`src/rtl/core/fsc_pkg.sv`:
```
`default_nettype none

package fsc_pkg;

   // field widths
   localparam int SAMPLE_W = 24;
   localparam int TRIG_W   = 16;
   localparam int MODE_W   = 5;
   localparam int SCALE_W  = 17;
   localparam int SUM_W    = 48;
   localparam int COEFF_W  = 32;
   localparam int PROD_W   = SAMPLE_W + TRIG_W;
   localparam int ROT_W    = 2 * TRIG_W;

   // register port
   localparam int CSR_IDX_W  = 1;
   localparam int CSR_DATA_W = SCALE_W;
   localparam logic [CSR_IDX_W-1:0] CSR_MODE_COUNT   = 1'b0;
   localparam logic [CSR_IDX_W-1:0] CSR_SCALE_FACTOR = 1'b1;

   // mode storage never needs more entries than the mode index can name
   localparam int MODE_LIMIT    = 2 ** MODE_W;
   localparam int MAX_MODES_DEF = 32;

   localparam logic [MODE_W-1:0]  MODE_COUNT_RESET   = '0;
   localparam logic [SCALE_W-1:0] SCALE_FACTOR_RESET = SCALE_W'(65536);
   localparam logic signed [TRIG_W-1:0] TRIG_ONE     = TRIG_W'(16384);

   // sequencer strobes shared by the datapath units
   typedef struct packed {
      logic              init;    // start of a sample: rotation back to mode 0
      logic              mul;     // products registered, sums read
      logic              step;    // rotation advanced, sums written back
      logic              out_rd;  // sums read for a result word
      logic              mag;     // magnitude of the sums registered
      logic              omul;    // scaling partial products registered
      logic              clear;   // all sums back to zero
      logic [MODE_W-1:0] mode;    // current mode
   } fsc_ctl_type;

endpackage

`default_nettype wire

```
`src/rtl/core/fsc_scaler.sv`:
```
`default_nettype none

module fsc_scaler (
   input  wire                                      clock,
   input  wire fsc_pkg::fsc_ctl_type                ctl,
   input  wire logic [fsc_pkg::SCALE_W-1:0]         scale_factor,
   input  wire logic signed [fsc_pkg::SUM_W-1:0]    rd_cos,
   input  wire logic signed [fsc_pkg::SUM_W-1:0]    rd_sin,
   output logic signed [fsc_pkg::COEFF_W-1:0]       cos_coeff,
   output logic signed [fsc_pkg::COEFF_W-1:0]       sin_coeff
);

   localparam int HALF_W = fsc_pkg::SUM_W / 2;
   localparam int PP_W   = HALF_W + fsc_pkg::SCALE_W;
   localparam int TOT_W  = PP_W + HALF_W + 1;
   localparam int Q_W    = TOT_W - 30;

   logic                          neg_c_ff, neg_c_in, neg_s_ff, neg_s_in;
   logic [fsc_pkg::SUM_W-1:0]     mag_c_ff, mag_c_in, mag_s_ff, mag_s_in;
   logic [PP_W-1:0]               ph_c_ff, ph_c_in, pl_c_ff, pl_c_in;
   logic [PP_W-1:0]               ph_s_ff, ph_s_in, pl_s_ff, pl_s_in;

   // combine partial products, round half away from zero, clamp to 32 bits
   function automatic logic signed [fsc_pkg::COEFF_W-1:0] finish(
      input logic neg, input logic [PP_W-1:0] ph, input logic [PP_W-1:0] pl);
      logic [TOT_W-1:0] tot;
      logic [Q_W-1:0]   q;
      tot = {ph, {HALF_W{1'b0}}} + TOT_W'(pl) + (TOT_W'(1) << 29);
      q   = tot[TOT_W-1:30];
      if (neg) begin
         if (q > (Q_W'(1) << 31)) begin
            finish = {1'b1, {(fsc_pkg::COEFF_W-1){1'b0}}};
         end else begin
            finish = -q[fsc_pkg::COEFF_W-1:0];
         end
      end else begin
         if (q > Q_W'(32'h7fff_ffff)) begin
            finish = {1'b0, {(fsc_pkg::COEFF_W-1){1'b1}}};
         end else begin
            finish = q[fsc_pkg::COEFF_W-1:0];
         end
      end
   endfunction

   always_comb begin
      neg_c_in = neg_c_ff;
      neg_s_in = neg_s_ff;
      mag_c_in = mag_c_ff;
      mag_s_in = mag_s_ff;
      ph_c_in  = ph_c_ff;
      pl_c_in  = pl_c_ff;
      ph_s_in  = ph_s_ff;
      pl_s_in  = pl_s_ff;
      // sign and magnitude
      if (ctl.mag) begin
         neg_c_in = rd_cos[fsc_pkg::SUM_W-1];
         neg_s_in = rd_sin[fsc_pkg::SUM_W-1];
         mag_c_in = neg_c_in ? fsc_pkg::SUM_W'(-rd_cos) : fsc_pkg::SUM_W'(rd_cos);
         mag_s_in = neg_s_in ? fsc_pkg::SUM_W'(-rd_sin) : fsc_pkg::SUM_W'(rd_sin);
      end
      // 24 x 17 partial products per half
      if (ctl.omul) begin
         ph_c_in = mag_c_ff[fsc_pkg::SUM_W-1:HALF_W] * scale_factor;
         pl_c_in = mag_c_ff[HALF_W-1:0] * scale_factor;
         ph_s_in = mag_s_ff[fsc_pkg::SUM_W-1:HALF_W] * scale_factor;
         pl_s_in = mag_s_ff[HALF_W-1:0] * scale_factor;
      end
   end

   always_ff @(posedge clock) begin
      neg_c_ff <= neg_c_in;
      neg_s_ff <= neg_s_in;
      mag_c_ff <= mag_c_in;
      mag_s_ff <= mag_s_in;
      ph_c_ff  <= ph_c_in;
      pl_c_ff  <= pl_c_in;
      ph_s_ff  <= ph_s_in;
      pl_s_ff  <= pl_s_in;
   end

   assign cos_coeff = finish(neg_c_ff, ph_c_ff, pl_c_ff);
   assign sin_coeff = finish(neg_s_ff, ph_s_ff, pl_s_ff);

endmodule

`default_nettype wire

```
`config.mk`:
```
export PLATFORM = sky130hd
export DESIGN_NAME = fsc_scaler
export DESIGN_NICKNAME = d
export VERILOG_FILES = /design/src/rtl/core/fsc_pkg.sv /design/src/rtl/core/fsc_scaler.sv
export SDC_FILE = /design/constraint.sdc
export NUM_CORES = 2
export LEC_CHECK = 0
export BUFFER_PORTS_ARGS = -buffer_cell sky130_fd_sc_hd__buf_2
export CAP_MARGIN = 40
export CORE_MARGIN = 2
export CORE_UTILIZATION = 32
export DETAILED_ROUTE_END_ITERATION = 12
export GPL_ROUTABILITY_DRIVEN = 0
export GPL_TIMING_DRIVEN = 0
export SYNTH_ARGS = -nofsm -noshare
export SYNTH_HDL_FRONTEND = slang
export SYNTH_SLANG_ARGS = --single-unit
```
`constraint.sdc`:
```
create_clock -name clock -period 11.53 [get_ports clock]
set_input_delay 1.153 -clock clock [delete_from_list [all_inputs] [get_ports clock]]
set_output_delay 1.153 -clock clock [all_outputs]
set_load 0.01 [all_outputs]
```
======== Word level (Yosys, flattened, before mapping) ========
Cells that the tools add are included.
storage, ports and cells
  register bits ........................... 262
  bits in latches ......................... 0
  bits in writable memories ............... 0
  bits in read-only memories .............. 0
  input bits .............................. 126
  output and inout port bits .............. 64
  word-level logic and storage cells ...... 34
  memories kept ........................... 0
cells by class
  add/sub/neg operators ................... 8
  $mul .................................... 4
  div/mod/pow operators ................... 0
  $lt $le $gt $ge ......................... 4
  eq/ne operators ......................... 0
  shift operators ......................... 0
  multiplexer cells ....................... 8
  bitwise logic cells ..................... 0
  reductions and logical operators ........ 0
operator list
  operator                count
  $mux 32                 6
  $mul 24x17->41          4
  $add 65x41->66          2
  $add 66x30->66 const B  2
  $neg 48->48             2
  $mux 47                 2
  $gt 36x31->1 const B    2
  $gt 36x32->1 const B    2
  $neg 32->32             2

======== Logic depth before layout (Yosys ltp) ========
  word-level depth ........................ 5
  gate-level depth with buffers ........... 28
  gate-level depth less buffers ........... 26

======== Worst setup path after synthesis ========
No wires, ideal clock.
  path kind ............................... input to register
  from .................................... in scale_factor[8] (netlist name)
  to ...................................... reg ph_c_ff[40], data pin
  library setup time ...................... 0.260 ns
  arrival time ............................ 7.616 ns
  required time ........................... 11.270 ns
  setup slack ............................. 3.654 ns
  cell stages on the path ................. 27
  buffers on the path ..................... 3
  cell sequence ........................... clkbuf_1 > clkbuf_1 > clkbuf_1 > nand2_1 > fa_1 > inv_1 > fa_1 > inv_1 > fa_1 > inv_1 > fa_1 > fa_1 > inv_1 > fa_1 > inv_1 > ha_1 > and3_1 > a31oi_1 > nand2_1 > o211ai_1 > nor4_1 > a211o_1 > o41a_1 > a2111oi_0 > o21bai_1 > a21oi_1 > xnor2_1
between the ends
  word-level cells in the longest chain between the ends .. 1
ends and longest elaborated chain
  element               RTL line          text
  start, declared       fsc_scaler.sv:6   input wire logic [fsc_pkg::SCALE_W-1:0] scale_factor,
  $mul 24x17->41        fsc_scaler.sv:63  ph_c_in = mag_c_ff[fsc_pkg::SUM_W-1:HALF_W] * scale_factor;
  end signal, assigned  fsc_scaler.sv:75  ph_c_ff <= ph_c_in;
  end, declared         fsc_scaler.sv:20  logic [PP_W-1:0] ph_c_ff, ph_c_in, pl_c_ff, pl_c_in;
Every way passes these cells.
A chain may end at the register's enable or synchronous reset.

======== Worst setup path after layout ========
  from .................................... in scale_factor[4] (netlist name)
  to ...................................... reg pl_c_ff[40], data pin
between the ends
  word-level cells in the longest chain between the ends .. 1
ends and longest elaborated chain
  element               RTL line          text
  $mul 24x17->41        fsc_scaler.sv:64  pl_c_in = mag_c_ff[HALF_W-1:0] * scale_factor;
  end signal, assigned  fsc_scaler.sv:76  pl_c_ff <= pl_c_in;
  end, declared         fsc_scaler.sv:20
Every way passes these cells.

==> metrics.cfg <==
[global_route]
grt_pass1_wl_mm=332
grt-ovfl-total=0
grt_max_degree=74
grt_util_all_layers_pct=21.9
antenna_found_initial=43
grt_pass1_vias=52100

[clock_tree]
numCtsBuffers=28
postCtsHoldBufs=0
clk_transition_reported_paths_ns=0.07
cts_buffer_depth=3
postCtsSetupBuffers=0
clock_latency_ns=0.70
ctsHtreeMaxLevel=1
ctsResizeCount=0
tritoncts=built
clockRootBuffer=clkbuf_16
clock-sinks=214

[logic_synthesis]
synthesis.area_um2=63700
yosys.area.top_type=fa_1
async_flop_share_pct=0
synth_edf_count=214
synth.avg_cell_area_um2=8.92
yosys_warnings=0
synthTopCellsByArea=fa_1 (41%), ha_1 (10%), edfxtp_1 (10%)
synth-seq-cells=214
synthesis.nets=9101
synth_top_cell_area_share_pct=41.2
seq_area_frac_synth_pct=10.1
syn_inst=7137
ys.flop_type=edfxtp_1
synthDistinctLibCells=77

[routing]
drtAntennaViolNets=0
wl_mm=222
dr.pass1.iters=8
drt_iter0_markers=4570
drc=0
via_per_inst=5.02
vias=50800
wire_per_inst_um=21.9

[floorplan]
start_util_pct=32.2
die_w_um=450
die_height_um=450
core_region_area_um2=198000
num_io_pins=190
die_area_um2=203000
num_rows=163

[sta]
setup_ws_ns=2.03
tightest_slew_ns=1.02
slew_viol_final=0
hold_viol=0
post-route-period-util_pct=82.4
setup_viol=0
rsz0062_at_grt=false
fin_tns_setup_ns=0
clock_skew_ns=0.0696
fin_hold_ws_ns=0.715
period_minus_slack_ns=9.50
slew_headroom_pct=31.9
fmax_mhz=105

[worst_setup_path]
cp.required_ns=11.95
crit_fanout=10
crit_path_end_kind=register
critPathKind=in2reg
cp_data_arrival_time_ns=9.91
startpoint_type=input pin

[min_path]
hold_path_class=in2reg

[outcome]
status=completed

[place]
place_ws_ns=1.30
io_buffers=162
dpl.cell_count=10000
dpl.hpwl_mm=189

[finish]
mostFrequentLayoutCells=inv_1 (1651), fa_1 (1312), nand2_1 (1161)
layout.nets=9390
final_cell_count_no_fill=10100
layout-drive-gt1-share_pct=4.54
area_growth_pct=10.1
fill_cells=20100
layout_commonest_cell=inv_1

[run]
maxCapViolCount=0

-- final cells by class --
type | instances | area [um2] | area share (%)
tap | 2640 | 3300 | 4.71
timing repair buffer | 259 | 2080 | 2.97
inverter | 1651 | 6200 | 8.84
clock inverter | 20 | 225 | 0.321
antenna | 30 | 75.1 | 0.107
sequential | 214 | 6430 | 9.17
multi-input combinational | 4944 | 49800 | 71.1
clock buffer | 31 | 712 | 1.02
buffer | 328 | 1240 | 1.77
-- cell families after synthesis --
logic type	after synthesis	synth area share, %
AO/OA/AOI/OAI	606	6.16
multiplexers	16	0.253
buffers and inverters	1979	11.7
XOR/XNOR	253	3.48
adder cells (fa/ha/maj)	1838	51.6
AND/OR/NAND/NOR	2231	16.8
flip-flops	214	10.1
-- final timing paths --
path | startpoint | endpoint | slack (ns) | cells past startpoint
hold reg to reg | mag_c_ff[24] | ph_c_ff[0] | 0.86 | 1
setup / recovery | scale_factor[4] | pl_c_ff[40] | 2.03 | 26
setup reg to reg | mag_s_ff[12] | pl_s_ff[35] | 3.02 | 23
hold / removal | rd_sin[0] | mag_s_ff[0] | 0.72 | 1
-- state kept, by name, summed over array words and instances, names as in the netlist --
signal    cells
neg_s_ff      1
pl_s_ff      17
pl_c_ff      17
neg_c_ff      1
mag_c_ff     48
ph_s_ff      41
mag_s_ff     48
ph_c_ff      41
-- metal layers --
metal  vias up  wire, um  GRT usage (%)
met5         -       174              0
met4        28     19700           15.4
met3       604     22100           5.51
met2      2410     96500           33.6
met1     25700     83600           27.1
li1      22100         -              -
-- synth_stat cells, types with 15 or more instances --
| master | n |
|---|---|
| o211ai_1 | 18 |
| and3_1 | 25 |
| nand2_1 | 1161 |
| nand3_1 | 63 |
| mux2i_1 | 15 |
| a21oi_1 | 150 |
| nor4_1 | 20 |
| o21bai_1 | 20 |
| and2_1 | 624 |
| or3_1 | 35 |
| nor2_1 | 139 |
| a21o_1 | 78 |
| inv_1 | 1651 |
| nor3_1 | 47 |
| xnor2_1 | 200 |
| clkbuf_1 | 325 |
| fa_1 | 1312 |
| ha_1 | 526 |
| a31oi_1 | 23 |
| xor2_1 | 53 |
| edfxtp_1 | 214 |
| o21ai_0 | 138 |
| nor2b_1 | 22 |
| o31ai_1 | 34 |
| nand4_1 | 22 |
| o21a_1 | 22 |
| nand2b_1 | 24 |
-- metrics by stage --
stage / cell area [um2] / util [%]
2_1_floorplan: 63700 / -
3_3_place_gp: 67800 / 34.3
3_5_place_dp: 69000 / 34.9
4_1_cts: 70000 / 35.4
5_1_grt: 70100 / 35.5
6_report: 70100 / 35.5
-- critical path, cell delays in order --
cell and delay, ns:
clkbuf_1 0.46, clkbuf_1 0.67, buf_8 0.25, clkbuf_1 0.61, nand2_1 0.14, fa_1 0.49, fa_1 0.52, fa_1 0.52
inv_1 0.06, fa_1 0.51, fa_1 0.49, inv_1 0.05, fa_1 0.48, inv_1 0.05, ha_1 0.29, a21o_1 0.19
a21o_1 0.17, a21oi_1 0.30, o211ai_1 0.14, a21oi_1 0.43, o21ai_0 0.46, nand3_1 0.28, a31oi_1 0.19, o211ai_1 0.27
o21ai_0 0.16, xnor2_1 0.56
Power is not shown: default switching activity piles up to over one toggle a cycle in this logic, so the estimate is an artifact.
