[config.mk]
export PLATFORM = sky130hd
export DESIGN_NAME = fsc_rotor
export DESIGN_NICKNAME = d
export VERILOG_FILES = /design/src/rtl/core/fsc_pkg.sv /design/src/rtl/core/fsc_rotor.sv
export SDC_FILE = /design/constraint.sdc
export NUM_CORES = 2
export LEC_CHECK = 0
export BUFFER_PORTS_ARGS = -buffer_cell sky130_fd_sc_hd__buf_2
export CAP_MARGIN = 40
export CORE_MARGIN = 2
export CORE_UTILIZATION = 60
export DETAILED_ROUTE_END_ITERATION = 6
export HOLD_SLACK_MARGIN = 0.1
export PLACE_DENSITY = 0.78
export SLEW_MARGIN = 10
export SYNTH_ARGS = -nofsm -noshare
export SYNTH_HDL_FRONTEND = slang
export SYNTH_SLANG_ARGS = --single-unit
[constraint.sdc]
create_clock -name clock -period 9.21 [get_ports clock]
set_input_delay 0.4605 -clock clock [delete_from_list [all_inputs] [get_ports clock]]
set_output_delay 0.4605 -clock clock [all_outputs]
set_load 0.01 [all_outputs]
[src/rtl/core/fsc_pkg.sv]
`default_nettype none

package fsc_pkg;

   // field widths
   localparam int SAMPLE_W = 24;
   localparam int TRIG_W   = 16;
   localparam int MODE_W   = 5;
   localparam int SCALE_W  = 17;
   localparam int SUM_W    = 48;
   localparam int COEFF_W  = 32;
   localparam int PROD_W   = SAMPLE_W + TRIG_W;
   localparam int ROT_W    = 2 * TRIG_W;

   // register port
   localparam int CSR_IDX_W  = 1;
   localparam int CSR_DATA_W = SCALE_W;
   localparam logic [CSR_IDX_W-1:0] CSR_MODE_COUNT   = 1'b0;
   localparam logic [CSR_IDX_W-1:0] CSR_SCALE_FACTOR = 1'b1;

   // mode storage never needs more entries than the mode index can name
   localparam int MODE_LIMIT    = 2 ** MODE_W;
   localparam int MAX_MODES_DEF = 32;

   localparam logic [MODE_W-1:0]  MODE_COUNT_RESET   = '0;
   localparam logic [SCALE_W-1:0] SCALE_FACTOR_RESET = SCALE_W'(65536);
   localparam logic signed [TRIG_W-1:0] TRIG_ONE     = TRIG_W'(16384);

   // sequencer strobes shared by the datapath units
   typedef struct packed {
      logic              init;    // start of a sample: rotation back to mode 0
      logic              mul;     // products registered, sums read
      logic              step;    // rotation advanced, sums written back
      logic              out_rd;  // sums read for a result word
      logic              mag;     // magnitude of the sums registered
      logic              omul;    // scaling partial products registered
      logic              clear;   // all sums back to zero
      logic [MODE_W-1:0] mode;    // current mode
   } fsc_ctl_type;

endpackage

`default_nettype wire

[src/rtl/core/fsc_rotor.sv]
`default_nettype none

module fsc_rotor (
   input  wire                                     clock,
   input  wire fsc_pkg::fsc_ctl_type               ctl,
   input  wire logic signed [fsc_pkg::TRIG_W-1:0]  cos_azimuth,
   input  wire logic signed [fsc_pkg::TRIG_W-1:0]  sin_azimuth,
   output logic signed [fsc_pkg::TRIG_W-1:0]       cos_term,
   output logic signed [fsc_pkg::TRIG_W-1:0]       sin_term
);

   localparam int RQ_W = fsc_pkg::ROT_W + 2 - 14;

   logic signed [fsc_pkg::TRIG_W-1:0] c_ff, c_in, s_ff, s_in;
   logic signed [fsc_pkg::ROT_W-1:0]  p_cc_ff, p_cc_in, p_ss_ff, p_ss_in;
   logic signed [fsc_pkg::ROT_W-1:0]  p_sc_ff, p_sc_in, p_cs_ff, p_cs_in;
   logic signed [fsc_pkg::ROT_W:0]    cos_sum, sin_sum;

   // round half up at q14 and clamp to 16 bits
   function automatic logic signed [fsc_pkg::TRIG_W-1:0] rot_round(
      input logic signed [fsc_pkg::ROT_W:0] x);
      logic signed [fsc_pkg::ROT_W+1:0] b;
      logic signed [RQ_W-1:0]           q;
      b = (fsc_pkg::ROT_W+2)'(x) + (fsc_pkg::ROT_W+2)'(8192);
      q = b[fsc_pkg::ROT_W+1:14];
      if (q > RQ_W'(32767)) begin
         rot_round = fsc_pkg::TRIG_W'(32767);
      end else if (q < RQ_W'(-32768)) begin
         rot_round = fsc_pkg::TRIG_W'(-32768);
      end else begin
         rot_round = q[fsc_pkg::TRIG_W-1:0];
      end
   endfunction

   // angle addition from the registered products
   assign cos_sum = (fsc_pkg::ROT_W+1)'(p_cc_ff) - (fsc_pkg::ROT_W+1)'(p_ss_ff);
   assign sin_sum = (fsc_pkg::ROT_W+1)'(p_sc_ff) + (fsc_pkg::ROT_W+1)'(p_cs_ff);

   always_comb begin
      c_in    = c_ff;
      s_in    = s_ff;
      p_cc_in = p_cc_ff;
      p_ss_in = p_ss_ff;
      p_sc_in = p_sc_ff;
      p_cs_in = p_cs_ff;
      if (ctl.init) begin
         c_in = fsc_pkg::TRIG_ONE;
         s_in = '0;
      end else if (ctl.step) begin
         c_in = rot_round(cos_sum);
         s_in = rot_round(sin_sum);
      end
      if (ctl.mul) begin
         p_cc_in = c_ff * cos_azimuth;
         p_ss_in = s_ff * sin_azimuth;
         p_sc_in = s_ff * cos_azimuth;
         p_cs_in = c_ff * sin_azimuth;
      end
   end

   always_ff @(posedge clock) begin
      c_ff    <= c_in;
      s_ff    <= s_in;
      p_cc_ff <= p_cc_in;
      p_ss_ff <= p_ss_in;
      p_sc_ff <= p_sc_in;
      p_cs_ff <= p_cs_in;
   end

   assign cos_term = c_ff;
   assign sin_term = s_ff;

endmodule

`default_nettype wire

* Word level (Yosys, flattened, before mapping)
Index checks and enable logic that the tools add are counted.
** Storage, ports and cells
- Flip-flop bits (word level) :: 160
- Input bits :: 45
- Word-level logic and storage cells :: 22
** Operators by class
- Add/sub/neg operators :: 4
- Multiply operators :: 4
- Magnitude comparators :: 4
- Multiplexer cells :: 4
** Operators with widths (count)
- 16-bit by 16-bit multiplier with 32-bit output :: 4
- 33-bit by 15-bit adder with 34-bit output, second input constant :: 2
- 16-bit two-way mux :: 4
- 20-bit by 16-bit > comparator with 1-bit output, second input constant :: 2
- 20-bit by 16-bit less-than comparator with 1-bit output, second input constant :: 2
- 32-bit by 32-bit adder with 33-bit output :: 1
- 32-bit by 32-bit subtractor with 33-bit output :: 1

* Depth between registers and ports, before layout
- Word-level depth :: 5
- Depth in mapped cells :: 27
- Mapped depth without buffers :: 25

* Worst setup path after synthesis
No wires, ideal clock.
- Kind :: in2reg
- Start :: input cos_azimuth[7] (netlist name)
- End :: register p_sc_ff[30] (netlist name), data pin
- Setup time :: 0.258 ns
- Arrival :: 6.317 ns
- Slack :: 2.636 ns
- Cell stages on the path :: 24
- Buffers on the path :: 1
- Path through :: clkbuf_1 > nand2_1 > fa_1 > inv_1 > fa_1 > inv_1 > fa_1 > inv_1 > fa_1 > fa_1 > inv_1 > fa_1 > inv_1 > ha_1 > nand3_1 > nor2_1 > and3_1 > or3_1 > o211a_1 > o31a_1 > o41ai_1 > o2111ai_1 > a21oi_1 > xnor2_1
** Between the ends
- Longest elaborated chain between the ends :: 1
** Ends and longest elaborated chain
- start, declared :: RTL line fsc_rotor.sv:6 : input wire logic signed [fsc_pkg::TRIG_W-1:0] cos_azimuth,
- 16-bit by 16-bit multiplier with 32-bit output :: RTL line fsc_rotor.sv:56 : p_sc_in = s_ff * cos_azimuth;
- end signal, assigned :: RTL line fsc_rotor.sv:66 : p_sc_ff <= p_sc_in;
- end, declared :: RTL line fsc_rotor.sv:16 : logic signed [fsc_pkg::ROT_W-1:0] p_sc_ff, p_sc_in, p_cs_ff, p_cs_in;
Every way passes these cells.
A chain may end at the register's enable or synchronous reset.

* Worst setup path after layout
- Start :: register c_ff, in the netlist cos_term[5]
- End :: register p_cs_ff[31] (netlist name), data pin
** Between the ends
- Longest elaborated chain between the ends :: 1
** Ends and longest elaborated chain
- start, declared :: RTL line fsc_rotor.sv:14 : logic signed [fsc_pkg::TRIG_W-1:0] c_ff, c_in, s_ff, s_in;
- start signal, assigned :: RTL line fsc_rotor.sv:62 : c_ff <= c_in;
- 16-bit by 16-bit multiplier with 32-bit output :: RTL line fsc_rotor.sv:57 : p_cs_in = c_ff * sin_azimuth;
- end signal, assigned :: RTL line fsc_rotor.sv:67 : p_cs_ff <= p_cs_in;
- end, declared :: RTL line fsc_rotor.sv:16
Every way passes these cells.

==> results by group <==
Route
  • Drt wl/cell: between 15 and 20 um
  • DR vias/cell: ~5.5
  • Routed Antenna Nets: 0
  • Via count: between 30000 and 40000
  • Final wirelength: 108 mm
  • Drt pass-1 iters: 7
  • Starting DRT DRC Count: approximately 2400
  • DR DRC count: 3

Place
  • RD Place Congestion: just under 0.9
  • DP HPWL: 84.5 mm
  • Port Buffers: 67

Logic synthesis
  • Post-synthesis cell area: around 47000 um2
  • Yosys warns: 0
  • Post-synthesis async set-or-reset flop share: 0%
  • Syn Area/Cell: 9.48 um2
  • Cell variety after synth: 76
  • Synth Net Count: about 6500
  • Yosys reg bits: between 150 and 200
  • Ys flop type: edfxtp_1
  • Sequential share of the synthesized area: approximately a tenth
  • Post-synth EDFFs: around 130
  • Gate Count Post-Synth: 5001

Worst setup path
  • Crit path max fanout: 18
  • Most used cell, CP: fa_1
  • Setup CP Type: reg -> reg
  • CP delay by family, top: adder cells
  • Crit path required time: around 9.4 ns
  • Critical path arrival: roughly 7.9 ns
  • CP cell instances: buf_4 > and2_1 > fa_1 > inv_1 > fa_1 > fa_1 > fa_1 > inv_1 > fa_1 > inv_1 > fa_1 > inv_1 > ha_1 > or3_1 > a211oi_1 > nor3_1 > nor3b_1 > nor3b_1 > o221ai_1 > mux2i_1 > a2111oi_0
  • Worst Setup Start Kind: flip-flop
  • Crit-path max cell delay: approximately 0.85 ns
  • Buf/Inv on CP: 5
  • CP Capture Type: flip-flop
  • Crit-path slowest cell: dfxtp_1

Die
  • Core Region: just under 80000 um2
  • Full die area: ~80000 um2
  • Row Count: slightly above 100
  • Die span in x: between 200 and 300 um
  • Initial Util: between 60 and 70%
  • Top Ports: 77
  • Chip height: about 290 um

Layout
  • P&R area growth vs syn: 4.39%
  • Most frequent cells in the layout: inv_1 (1196), fa_1 (1048), nand2_1 (522)
  • NumNets Final: ~6500
  • Final core utilization: roughly 63%
  • Most common cell after layout, fill and taps aside: inv_1
  • Final-layout fill cell count: ~6500
  • Share of layout cells above drive strength 1: just under 4%

GRT
  • Antenna violations before repair: 5
  • Vias in the first global route: between 30000 and 40000
  • GRT Overall Usage: 28.5%
  • Total grt overflow: 0
  • Largest net degree at the start of global routing: 58
  • First-pass GRT wire length: 184 mm

Clock network
  • CTS tree: done
  • Clk root buf: clkbuf_16
  • Number of buffers created by CTS: 17
  • Clock tree sinks: 160
  • Hold Buf Count CTS: 0
  • CTS Buffer Depth: 2
  • Setup Fix Bufs, Post-CTS: 0
  • Post-CTS Resized: 0
  • Worst skew pair latency: around 0.46 ns
  • H-tree Lvls: 4
  • Clk pin slew, worst setup/hold paths: 0.07 ns

STA
  • Setup Viol. Count Final: 0
  • Post-route setup TNS: 0 ns
  • Final Slew Violations: 0
  • Slew @ Worst Pin: 0.974 ns
  • Final hold violations: 0
  • RSZ-0062 raised after global routing: false
  • Max-slew headroom: between 30% and 40%
  • Final setup skew: around 0.012 ns
  • Fmax achieved: approximately 130 MHz
  • Post-route minimum period: ~7.6 ns
  • Period utilisation layout: between 80 and 90%

Status
  • Violated checks: DRC
  • Status: finished with violations

Hold path
  • Hold WC Path Type: in -> reg

Job
  • Maxcap violations: 0
[routing by layer]
metal / wire [um] / share of wire [%] / global-route usage [%] / up-vias
met4: 4990 / 4.6 / 11.7 / 0
met3: 7900 / 7.3 / 3.35 / 183
met2: 52000 / 48 / 47.1 / 1279
met1: 43100 / 40 / 38.6 / 17000
li1: - / - / - / 14800
met5: 0 / 0 / 0 / -
[registers in the layout, indices dropped and copies added (netlist names)]
signal    cells
p_sc_ff      32
sin_term     16
p_ss_ff      32
p_cc_ff      32
p_cs_ff      32
cos_term     16
[synth_stat cells (all sizes together) (3+ instances only)]
cell type	instances	area, um2
nor2b	10	62.6
xor2	40	350
a41oi	3	33.8
nor3b	3	22.5
a211o	6	52.6
o31a	7	61.3
a221o	4	40.0
and3	10	62.6
or3	11	68.8
o21bai	19	143
a21o	58	435
o211ai	7	57.6
nand2	522	1960
nor4	3	18.8
nand4	14	87.6
xnor2	134	1170
fa	1048	21000
edfxtp	128	3840
and2	499	3120
a31o	4	35.0
o21ai	59	295
nor2	175	657
a31oi	11	68.8
a311oi	3	32.5
o31ai	3	27.5
buf	8	41.3
a21oi	122	614
nand2b	40	250
nor3	38	240
ha	452	5660
inv	1197	4490
o41ai	5	77.6
clkbuf	199	747
and4	3	26.3
a211oi	30	230
nand3	35	175
o21a	24	180
or2	4	25.0
dfxtp	32	641
[stage by stage]
stage	cell area, um2	std cells	hold slack (ns)	worst slack (ns)
2_1_floorplan	47400	5001	0.540	2.64
3_3_place_gp	48600	5957	0.501	1.70
3_5_place_dp	48800	5968	0.517	1.64
4_1_cts	49400	6000	0.489	1.60
5_1_grt	49500	6005	0.501	1.25
6_report	49500	6007	0.485	1.58
[final cells by class]
class / instances / area (um2) / area share [%]
clock buffer: 22 / 518 / 1.05
timing repair buffer: 126 / 913 / 1.85
antenna: 5 / 12.5 / 0.0253
sequential: 160 / 4490 / 9.07
inverter: 1197 / 4490 / 9.08
multi-input combinational: 3437 / 37600 / 76.1
tap: 1050 / 1310 / 2.66
clock inverter: 10 / 109 / 0.220
[path summary, 6_finish.rpt]
| path | startpoint | end | slack (ns) | cells after the start |
|---|---|---|---|---|
| setup / recovery | cos_term[5] | p_cs_ff[31] | 1.58 | 21 |
| setup reg to reg | cos_term[5] | p_cs_ff[31] | 1.58 | 21 |
| hold / removal | ctl[10] | p_cc_ff[2] | 0.49 | 1 |
| hold reg to reg | sin_term[0] | sin_term[0] | 0.53 | 2 |
[kinds of logic after synthesis]
| logic type | count (synthesis) | share of synthesized area [%] |
|---|---|---|
| adders and majority gates | 1500 | 56.2 |
| buffers and inverters | 1404 | 11.1 |
| and+or+nand+nor | 1371 | 14.4 |
| muxes | 2 | 0.0422 |
| xor gates and xnor gates | 174 | 3.22 |
| DFF | 160 | 9.46 |
| AOI/OAI and AO/OA | 390 | 5.54 |
[worst register-to-register path, cell delays in order (launching register included)]
cell	delay (ns)
dfxtp_1	0.85
buf_4	0.37
and2_1	0.18
fa_1	0.41
inv_1	0.08
fa_1	0.43
fa_1	0.51
fa_1	0.54
inv_1	0.05
fa_1	0.47
inv_1	0.05
fa_1	0.47
inv_1	0.04
ha_1	0.21
or3_1	0.39
a211oi_1	0.43
nor3_1	0.19
nor3b_1	0.63
nor3b_1	0.20
o221ai_1	0.35
mux2i_1	0.12
a2111oi_0	0.41
Power is left out: the tool's default activity adds up to more than one toggle a clock period on the data nets, which glitch-free logic cannot reach.
