`src/rtl/core/fsc_pkg.sv`:
```
`default_nettype none

package fsc_pkg;

   // field widths
   localparam int SAMPLE_W = 24;
   localparam int TRIG_W   = 16;
   localparam int MODE_W   = 5;
   localparam int SCALE_W  = 17;
   localparam int SUM_W    = 48;
   localparam int COEFF_W  = 32;
   localparam int PROD_W   = SAMPLE_W + TRIG_W;
   localparam int ROT_W    = 2 * TRIG_W;

   // register port
   localparam int CSR_IDX_W  = 1;
   localparam int CSR_DATA_W = SCALE_W;
   localparam logic [CSR_IDX_W-1:0] CSR_MODE_COUNT   = 1'b0;
   localparam logic [CSR_IDX_W-1:0] CSR_SCALE_FACTOR = 1'b1;

   // mode storage never needs more entries than the mode index can name
   localparam int MODE_LIMIT    = 2 ** MODE_W;
   localparam int MAX_MODES_DEF = 32;

   localparam logic [MODE_W-1:0]  MODE_COUNT_RESET   = '0;
   localparam logic [SCALE_W-1:0] SCALE_FACTOR_RESET = SCALE_W'(65536);
   localparam logic signed [TRIG_W-1:0] TRIG_ONE     = TRIG_W'(16384);

   // sequencer strobes shared by the datapath units
   typedef struct packed {
      logic              init;    // start of a sample: rotation back to mode 0
      logic              mul;     // products registered, sums read
      logic              step;    // rotation advanced, sums written back
      logic              out_rd;  // sums read for a result word
      logic              mag;     // magnitude of the sums registered
      logic              omul;    // scaling partial products registered
      logic              clear;   // all sums back to zero
      logic [MODE_W-1:0] mode;    // current mode
   } fsc_ctl_type;

endpackage

`default_nettype wire

```
`src/rtl/core/fsc_sum_mem.sv`:
```
`default_nettype none

module fsc_sum_mem #(
   parameter int MAX_MODES = fsc_pkg::MAX_MODES_DEF
) (
   input  wire                                       clock,
   input  wire                                       reset,
   input  wire fsc_pkg::fsc_ctl_type                 ctl,
   input  wire logic signed [fsc_pkg::SAMPLE_W-1:0]  sample,
   input  wire logic signed [fsc_pkg::TRIG_W-1:0]    cos_term,
   input  wire logic signed [fsc_pkg::TRIG_W-1:0]    sin_term,
   output logic signed [fsc_pkg::SUM_W-1:0]          rd_cos,
   output logic signed [fsc_pkg::SUM_W-1:0]          rd_sin
);

   localparam int DEPTH = (MAX_MODES < fsc_pkg::MODE_LIMIT) ? MAX_MODES : fsc_pkg::MODE_LIMIT;
   localparam int AW    = (DEPTH > 1) ? $clog2(DEPTH) : 1;

   logic signed [fsc_pkg::SUM_W-1:0]  cos_mem_ff [DEPTH];
   logic signed [fsc_pkg::SUM_W-1:0]  sin_mem_ff [DEPTH];
   logic signed [fsc_pkg::SUM_W-1:0]  rd_cos_q_ff, rd_sin_q_ff;
   logic [DEPTH-1:0]                  valid_ff, valid_in;
   logic                              rvalid_ff;
   logic [AW-1:0]                     addr, addr_ff;
   logic signed [fsc_pkg::PROD_W-1:0] pm_c_ff, pm_c_in, pm_s_ff, pm_s_in;
   logic signed [fsc_pkg::SUM_W-1:0]  new_cos, new_sin;

   // add with clamp to the 48-bit range
   function automatic logic signed [fsc_pkg::SUM_W-1:0] sat_add(
      input logic signed [fsc_pkg::SUM_W-1:0]  a,
      input logic signed [fsc_pkg::PROD_W-1:0] b);
      logic signed [fsc_pkg::SUM_W:0] t;
      t = (fsc_pkg::SUM_W+1)'(a) + (fsc_pkg::SUM_W+1)'(b);
      if (t[fsc_pkg::SUM_W] != t[fsc_pkg::SUM_W-1]) begin
         sat_add = t[fsc_pkg::SUM_W] ? {1'b1, {(fsc_pkg::SUM_W-1){1'b0}}}
                                     : {1'b0, {(fsc_pkg::SUM_W-1){1'b1}}};
      end else begin
         sat_add = t[fsc_pkg::SUM_W-1:0];
      end
   endfunction

   assign addr = ctl.mode[AW-1:0];

   // entries never written since the last clear read as zero
   assign rd_cos = rvalid_ff ? rd_cos_q_ff : '0;
   assign rd_sin = rvalid_ff ? rd_sin_q_ff : '0;

   assign new_cos = sat_add(rd_cos, pm_c_ff);
   assign new_sin = sat_add(rd_sin, pm_s_ff);

   always_comb begin
      pm_c_in  = pm_c_ff;
      pm_s_in  = pm_s_ff;
      valid_in = valid_ff;
      if (ctl.mul) begin
         pm_c_in = sample * cos_term;
         pm_s_in = sample * sin_term;
      end
      if (ctl.clear) begin
         valid_in = '0;
      end else if (ctl.step) begin
         valid_in[addr_ff] = 1'b1;
      end
   end

   // sum storage, one read and one write port
   always_ff @(posedge clock) begin
      if (ctl.mul || ctl.out_rd) begin
         rd_cos_q_ff <= cos_mem_ff[addr];
         rd_sin_q_ff <= sin_mem_ff[addr];
         rvalid_ff   <= valid_ff[addr];
         addr_ff     <= addr;
      end
      if (ctl.step) begin
         cos_mem_ff[addr_ff] <= new_cos;
         sin_mem_ff[addr_ff] <= new_sin;
      end
   end

   always_ff @(posedge clock) begin
      pm_c_ff <= pm_c_in;
      pm_s_ff <= pm_s_in;
      if (reset) begin
         valid_ff <= '0;
      end else begin
         valid_ff <= valid_in;
      end
   end

endmodule

`default_nettype wire

```
`config.mk`:
```
export PLATFORM = sky130hd
export DESIGN_NAME = fsc_sum_mem
export DESIGN_NICKNAME = d
export VERILOG_FILES = /design/src/rtl/core/fsc_pkg.sv /design/src/rtl/core/fsc_sum_mem.sv
export SDC_FILE = /design/constraint.sdc
export NUM_CORES = 2
export LEC_CHECK = 0
export ABC_AREA = 1
export BUFFER_PORTS_ARGS = -buffer_cell sky130_fd_sc_hd__buf_2
export CORE_MARGIN = 2
export CORE_UTILIZATION = 40
export DETAILED_ROUTE_END_ITERATION = 10
export SLEW_MARGIN = 20
export SYNTH_ARGS = -nofsm -noshare
export SYNTH_HDL_FRONTEND = slang
export SYNTH_SLANG_ARGS = --single-unit
```
`constraint.sdc`:
```
create_clock -name clock -period 6.3 [get_ports clock]
set_input_delay 0.315 -clock clock [delete_from_list [all_inputs] [get_ports clock]]
set_output_delay 0.315 -clock clock [all_outputs]
set_load 0.05 [all_outputs]
```
; ---- Word-level counts from Yosys, hierarchy flattened
; Memories as Yosys holds them, arrays and structs flattened. A register that Yosys moved wholly into a read port is not among the register bits.
; Index checks and enable logic that the tools add are counted.
[totals]
mem_bits_rw = 3072
in_bits = 70
reg_bits = 118
output_inout_bits = 96
memories = 2
wordCells = 32
[classes]
order_cmp = 3
reduce_logical = 3
n_eq_ne = 2
n_mul = 2
muxes = 12
add_sub_neg = 2
bitwise = 1
[memory_table]
columns = name, depth, width, rd, rd_clocked_by_memory_dff, wr, line
row1 = cos_mem_ff, 32, 48, 1, 1, 1, fsc_sum_mem.sv:19  ; logic signed [fsc_pkg::SUM_W-1:0] cos_mem_ff [DEPTH];
row2 = sin_mem_ff, 32, 48, 1, 1, 1, fsc_sum_mem.sv:20  ; logic signed [fsc_pkg::SUM_W-1:0] sin_mem_ff [DEPTH];
[ops]
columns = cell, count
row1 = $mux W48, 6
row2 = $add A48 B40 Y49, 2
row3 = $mul A24 B16 Y40, 2
row4 = $or A32 B32 Y32, 1
row5 = $lt A5 B6 Y1 const B, 2
row6 = $bmux W1 S5, 1
row7 = $demux W1 S5, 1
row8 = $ge A5 B1 Y1 const B, 1
row9 = $mux W1, 4
row10 = $ne A1 B1 Y1, 2
row11 = $reduce_or A2 Y1, 1
row12 = $logic_and A1 B1 Y1, 1
row13 = $logic_or A1 B1 Y1, 1

; ---- Longest topological paths before layout
[logic_depth]
word_depth = 5
ltp_mapped = 28
depth_no_buf = 27

; ---- Worst setup path after synthesis
; OpenSTA, ideal clock, no wires.
[synth_path]
path_kind = input to register
from = input sin_term[4] (netlist name)
to = register pm_s_ff[37] (netlist name) (data pin)
t_required_ns = 6.040
setup_time_ns = 0.260
path_stages = 17
path_buffers = 1
arrival_time_ns = 5.190
slack_ns = 0.850
cell_sequence = clkbuf_1 > nand2_1 > fa_1 > inv_1 > fa_1 > fa_1 > fa_1 > fa_1 > fa_1 > ha_1 > nand2_1 > nor2_1 > inv_1 > nor4_1 > nand3_1 > nand3_1 > xor2_1
[synth_via]
elab_chain_cells = 1
[synth_rtl]
columns = item, line
row1 = start: declaration, fsc_sum_mem.sv:11  ; input wire logic signed [fsc_pkg::TRIG_W-1:0] sin_term,
row2 = $mul A24 B16 Y40, fsc_sum_mem.sv:57  ; pm_s_in = sample * sin_term;
row3 = end signal: assignment, fsc_sum_mem.sv:82  ; pm_s_ff <= pm_s_in;
row4 = end: declaration, fsc_sum_mem.sv:25  ; logic signed [fsc_pkg::PROD_W-1:0] pm_c_ff, pm_c_in, pm_s_ff, pm_s_in;
; No other way between the ends.
; A chain may end at the register's enable or synchronous reset.

; ---- Worst setup path after layout
[layout_path]
from = input sample[23] (netlist name)
to = register pm_s_ff[36] (netlist name) (data pin)
[layout_via]
elab_chain_cells = 1
[layout_rtl]
columns = item, line
row1 = start: declaration, fsc_sum_mem.sv:9  ; input wire logic signed [fsc_pkg::SAMPLE_W-1:0] sample,
row2 = $mul A24 B16 Y40, fsc_sum_mem.sv:57
; No other way between the ends.

==> results.md <==
- Max VDD drop: ~0.0011 V
- Final Cell Area: roughly 180,000 µm²
- Area share of the largest cell type after synthesis: 59.4%
- Sink Count: ~3,300
- CTS Buffer Depth: 4
- Die area: between 400,000 and 500,000 µm²
- Clock-pin slew on the worst setup and hold paths: around 0.060 ns
- Synthesized Nets: 16,100
- Total wire length: about 500,000 µm
- Minimum clock period: approximately 5.4 ns
- Detail Route Antenna Nets: 0
- Die W: approximately 650 µm
- Sequential area share after synthesis: ~60%
- RR Startpoint: rvalid_ff
- CTS Buf Count: approximately 330
- Crit start category: primary input
- Share of layout cells above drive strength 1: between 6 and 7%
- Detailed-route via count: 115,000
- # port buffers: ~160
- Starting DRT DRC Count: 13,000
- Total core area: 409,000 µm²
- Setup TNS Final: 0 ns
- Root buffer cell: clkbuf_16
- Slew Limit Fails: 0
- Dpl hpwl: a little under 300,000 µm
- Post-synthesis cell type count: 44
- Crit path DAT: between 6 and 7 ns
- Main area contributors after synthesis: edfxtp_1 (59%), fa_1 (9.1%), o21ai_0 (5.4%)
- Setup CP Type: primary input to flop
- GP Congestion: 0.971
- PD cells: 578 nW/µm²
- Avg Inst Size Synth: 11.0 µm²
- Number of global-route vias before repair: between 100k and 150k
- Worst Path Required: 6.96 ns
- Crit-path max FO: 14
- Initial antenna violation count: 10
- Hold path startpoint: sin_term[0]
- Post-CTS sizing: 0
- H-Tree Depth: 5
- Initial Utilization: about two fifths
- Synth-to-Final Area Change: 11.1%
- Global-route usage over all layers: between 20% and 30%
- Critical Path Max Stage Delay: about 0.92 ns
- Worst skew pair latency: roughly 0.97 ns
- CP endpoint kind: flop
- Slew @ Worst Pin: approximately 1.3 ns
- Ys Warns: 0
- Placed insts: 20,100
- Max Clock Freq: between 150 and 200 MHz
- Gate count of the mapped netlist: 14,900
- Relative slew slack: around 14%
- # IOs: 166
- Worst path slowest cell: fa_1
- Highest-count cells in the layout ignoring fill and taps: edfxtp_1 (3,254), nor2_1 (2,263), nand2_1 (2,126)
- Wirelength per Cell: roughly 24 µm
- First-pass GRT wire length: about 730,000 µm
- Max cap viols: 0
- CP Cell Sequence: buf_2, nand2_1, inv_1, fa_1, fa_1, fa_1, inv_1, fa_1, fa_1, inv_1, fa_1, ha_1, a21oi_1, inv_1, a31oi_1, o21ai_0, a21oi_1, nand3_1, xor2_1
- Yosys reg bits: ~3,300
- Total power draw: about 110 mW
- Post-Syn Area: 164,000 µm²
- # rows: about 240
- Post-route insts no fill: slightly above 20,000
- Final Core Density: ~45%
- Final setup fails: 0
- Pre-antenna DRT Iters: 6
- Leak pwr: 69.5 nW
- Filler cells: between 30,000 and 40,000
- CTS tree: done
- Grt ovf: 0
- Post-route DRC: 0
- Drt via density: about 5.5
- CP dominant cell by count: fa_1
- Status: complete, no violations
- Most common cell after layout, fill and taps aside: edfxtp_1
- Fin nets: between 15,000 and 20,000
- Crit path from: sample[23]
- RSZ-0062 raised after global routing: false
- Hold Crit Class: primary input to flop
- Final hold vios: 0
- Largest net degree at the start of global routing: between 200 and 250
- Period utilization: 86.1%
- Clock Skew: approximately 0.13 ns
- Die height: 645 µm
- Dominant cell type by area after synthesis: edfxtp_1
- Post-Place Cell Area: between 150,000 and 200,000 µm²
report_power, final:
group | total [mW] | switching, mW | internal, mW
sequential | 35.7 | 0.456 | 35.3
clock | 19.5 | 8.54 | 11.0
combinational | 50.4 | 35.5 | 14.9
state kept, by name, indices dropped and copies added, names as in the netlist:
name / cells
rvalid_ff: 1
addr_ff: 5
pm_s_ff: 40
sin_mem_ff: 1536
valid_ff: 32
cos_mem_ff: 1536
rd_sin_q_ff: 48
pm_c_ff: 40
rd_cos_q_ff: 48
critical path, delay by kind of cell:
family,cells,cell delay [ns]
adders and majority gates,7,3.57
and+or+nand+nor,2,0.38
AOI/OAI and AO/OA,4,0.86
xor gates and xnor gates,1,0.20
buffers and inverters,5,0.73
final timing paths:
kind,depth (start not counted),slack (ns),end
max,19,0.87,pm_s_ff[36]
min,3,0.07,pm_s_ff[0]
max reg2reg,16,1.14,cos_mem_ff[1][24]
min reg2reg,2,0.46,valid_ff[2]
area by class of cell:
| class | count | area, µm² | area share (%) |
|---|---|---|---|
| clock inverters | 217 | 2080 | 1.14 |
| multi-input cells | 9172 | 56400 | 30.9 |
| diodes | 4 | 10.0 | 0.00548 |
| well taps | 5451 | 6820 | 3.73 |
| clock buffers | 390 | 8570 | 4.69 |
| flip-flops and latches | 3286 | 98400 | 53.8 |
| repair buffers | 504 | 4230 | 2.32 |
| inverters | 1646 | 6220 | 3.40 |
logic make-up (layout without fill, tap and decap cells):
family                     after synthesis  in the layout  share of synthesized area [%]
DFF                                   3286           3286                           59.8
AOI/OAI and AO/OA                     3154           3154                           10.6
other                                    0              4                              0
buffers and inverters                 2483           2757                           6.01
xor gates and xnor gates               142            142                          0.757
and+or+nand+nor                       4834           4834                           11.4
adders and majority gates             1042           1042                           11.4
cells in the mapped netlist (all sizes together):
library cell / n
o21ai: 1924
ha: 292
or2: 12
o22a: 2
fa: 750
nand2: 2141
xor2: 88
o21bai: 42
inv: 1645
o22ai: 817
a21boi: 4
a31oi: 27
edfxtp: 3254
buf: 262
a211oi: 2
nor3: 43
nor2: 2299
and2: 7
xnor2: 54
nor4: 7
a21oi: 200
clkbuf: 575
dfxtp: 32
nand3: 263
clkinv: 1
o221ai: 82
o211a: 2
nor2b: 2
o211ai: 5
a21o: 18
o21a: 9
and3: 6
a32o: 5
nand4: 54
o31ai: 15
through the flow:
step,hold WS [ns],setup WS (ns)
2_1_floorplan,0.414,0.850
3_3_place_gp,0.444,0.127
3_5_place_dp,0.454,0.158
4_1_cts,0.00155,1.12
5_1_grt,0.0456,0.668
6_report,0.0658,0.875
repair_timing:
action | 4_1_cts | 5_1_grt
hold endpoints to repair | 21 | 0
buffers inserted | 0 | 0
hold buffers | 3 | 0
routing by layer:
layer	share of wire [%]	up-vias	track usage, %
met3	8.0	864	3.12
met5	0.0024	-	0
li1	-	51100	-
met2	46	4911	38.1
met1	42	57700	32.6
met4	4.0	2	8.52
(Power assumes the default switching activity.)
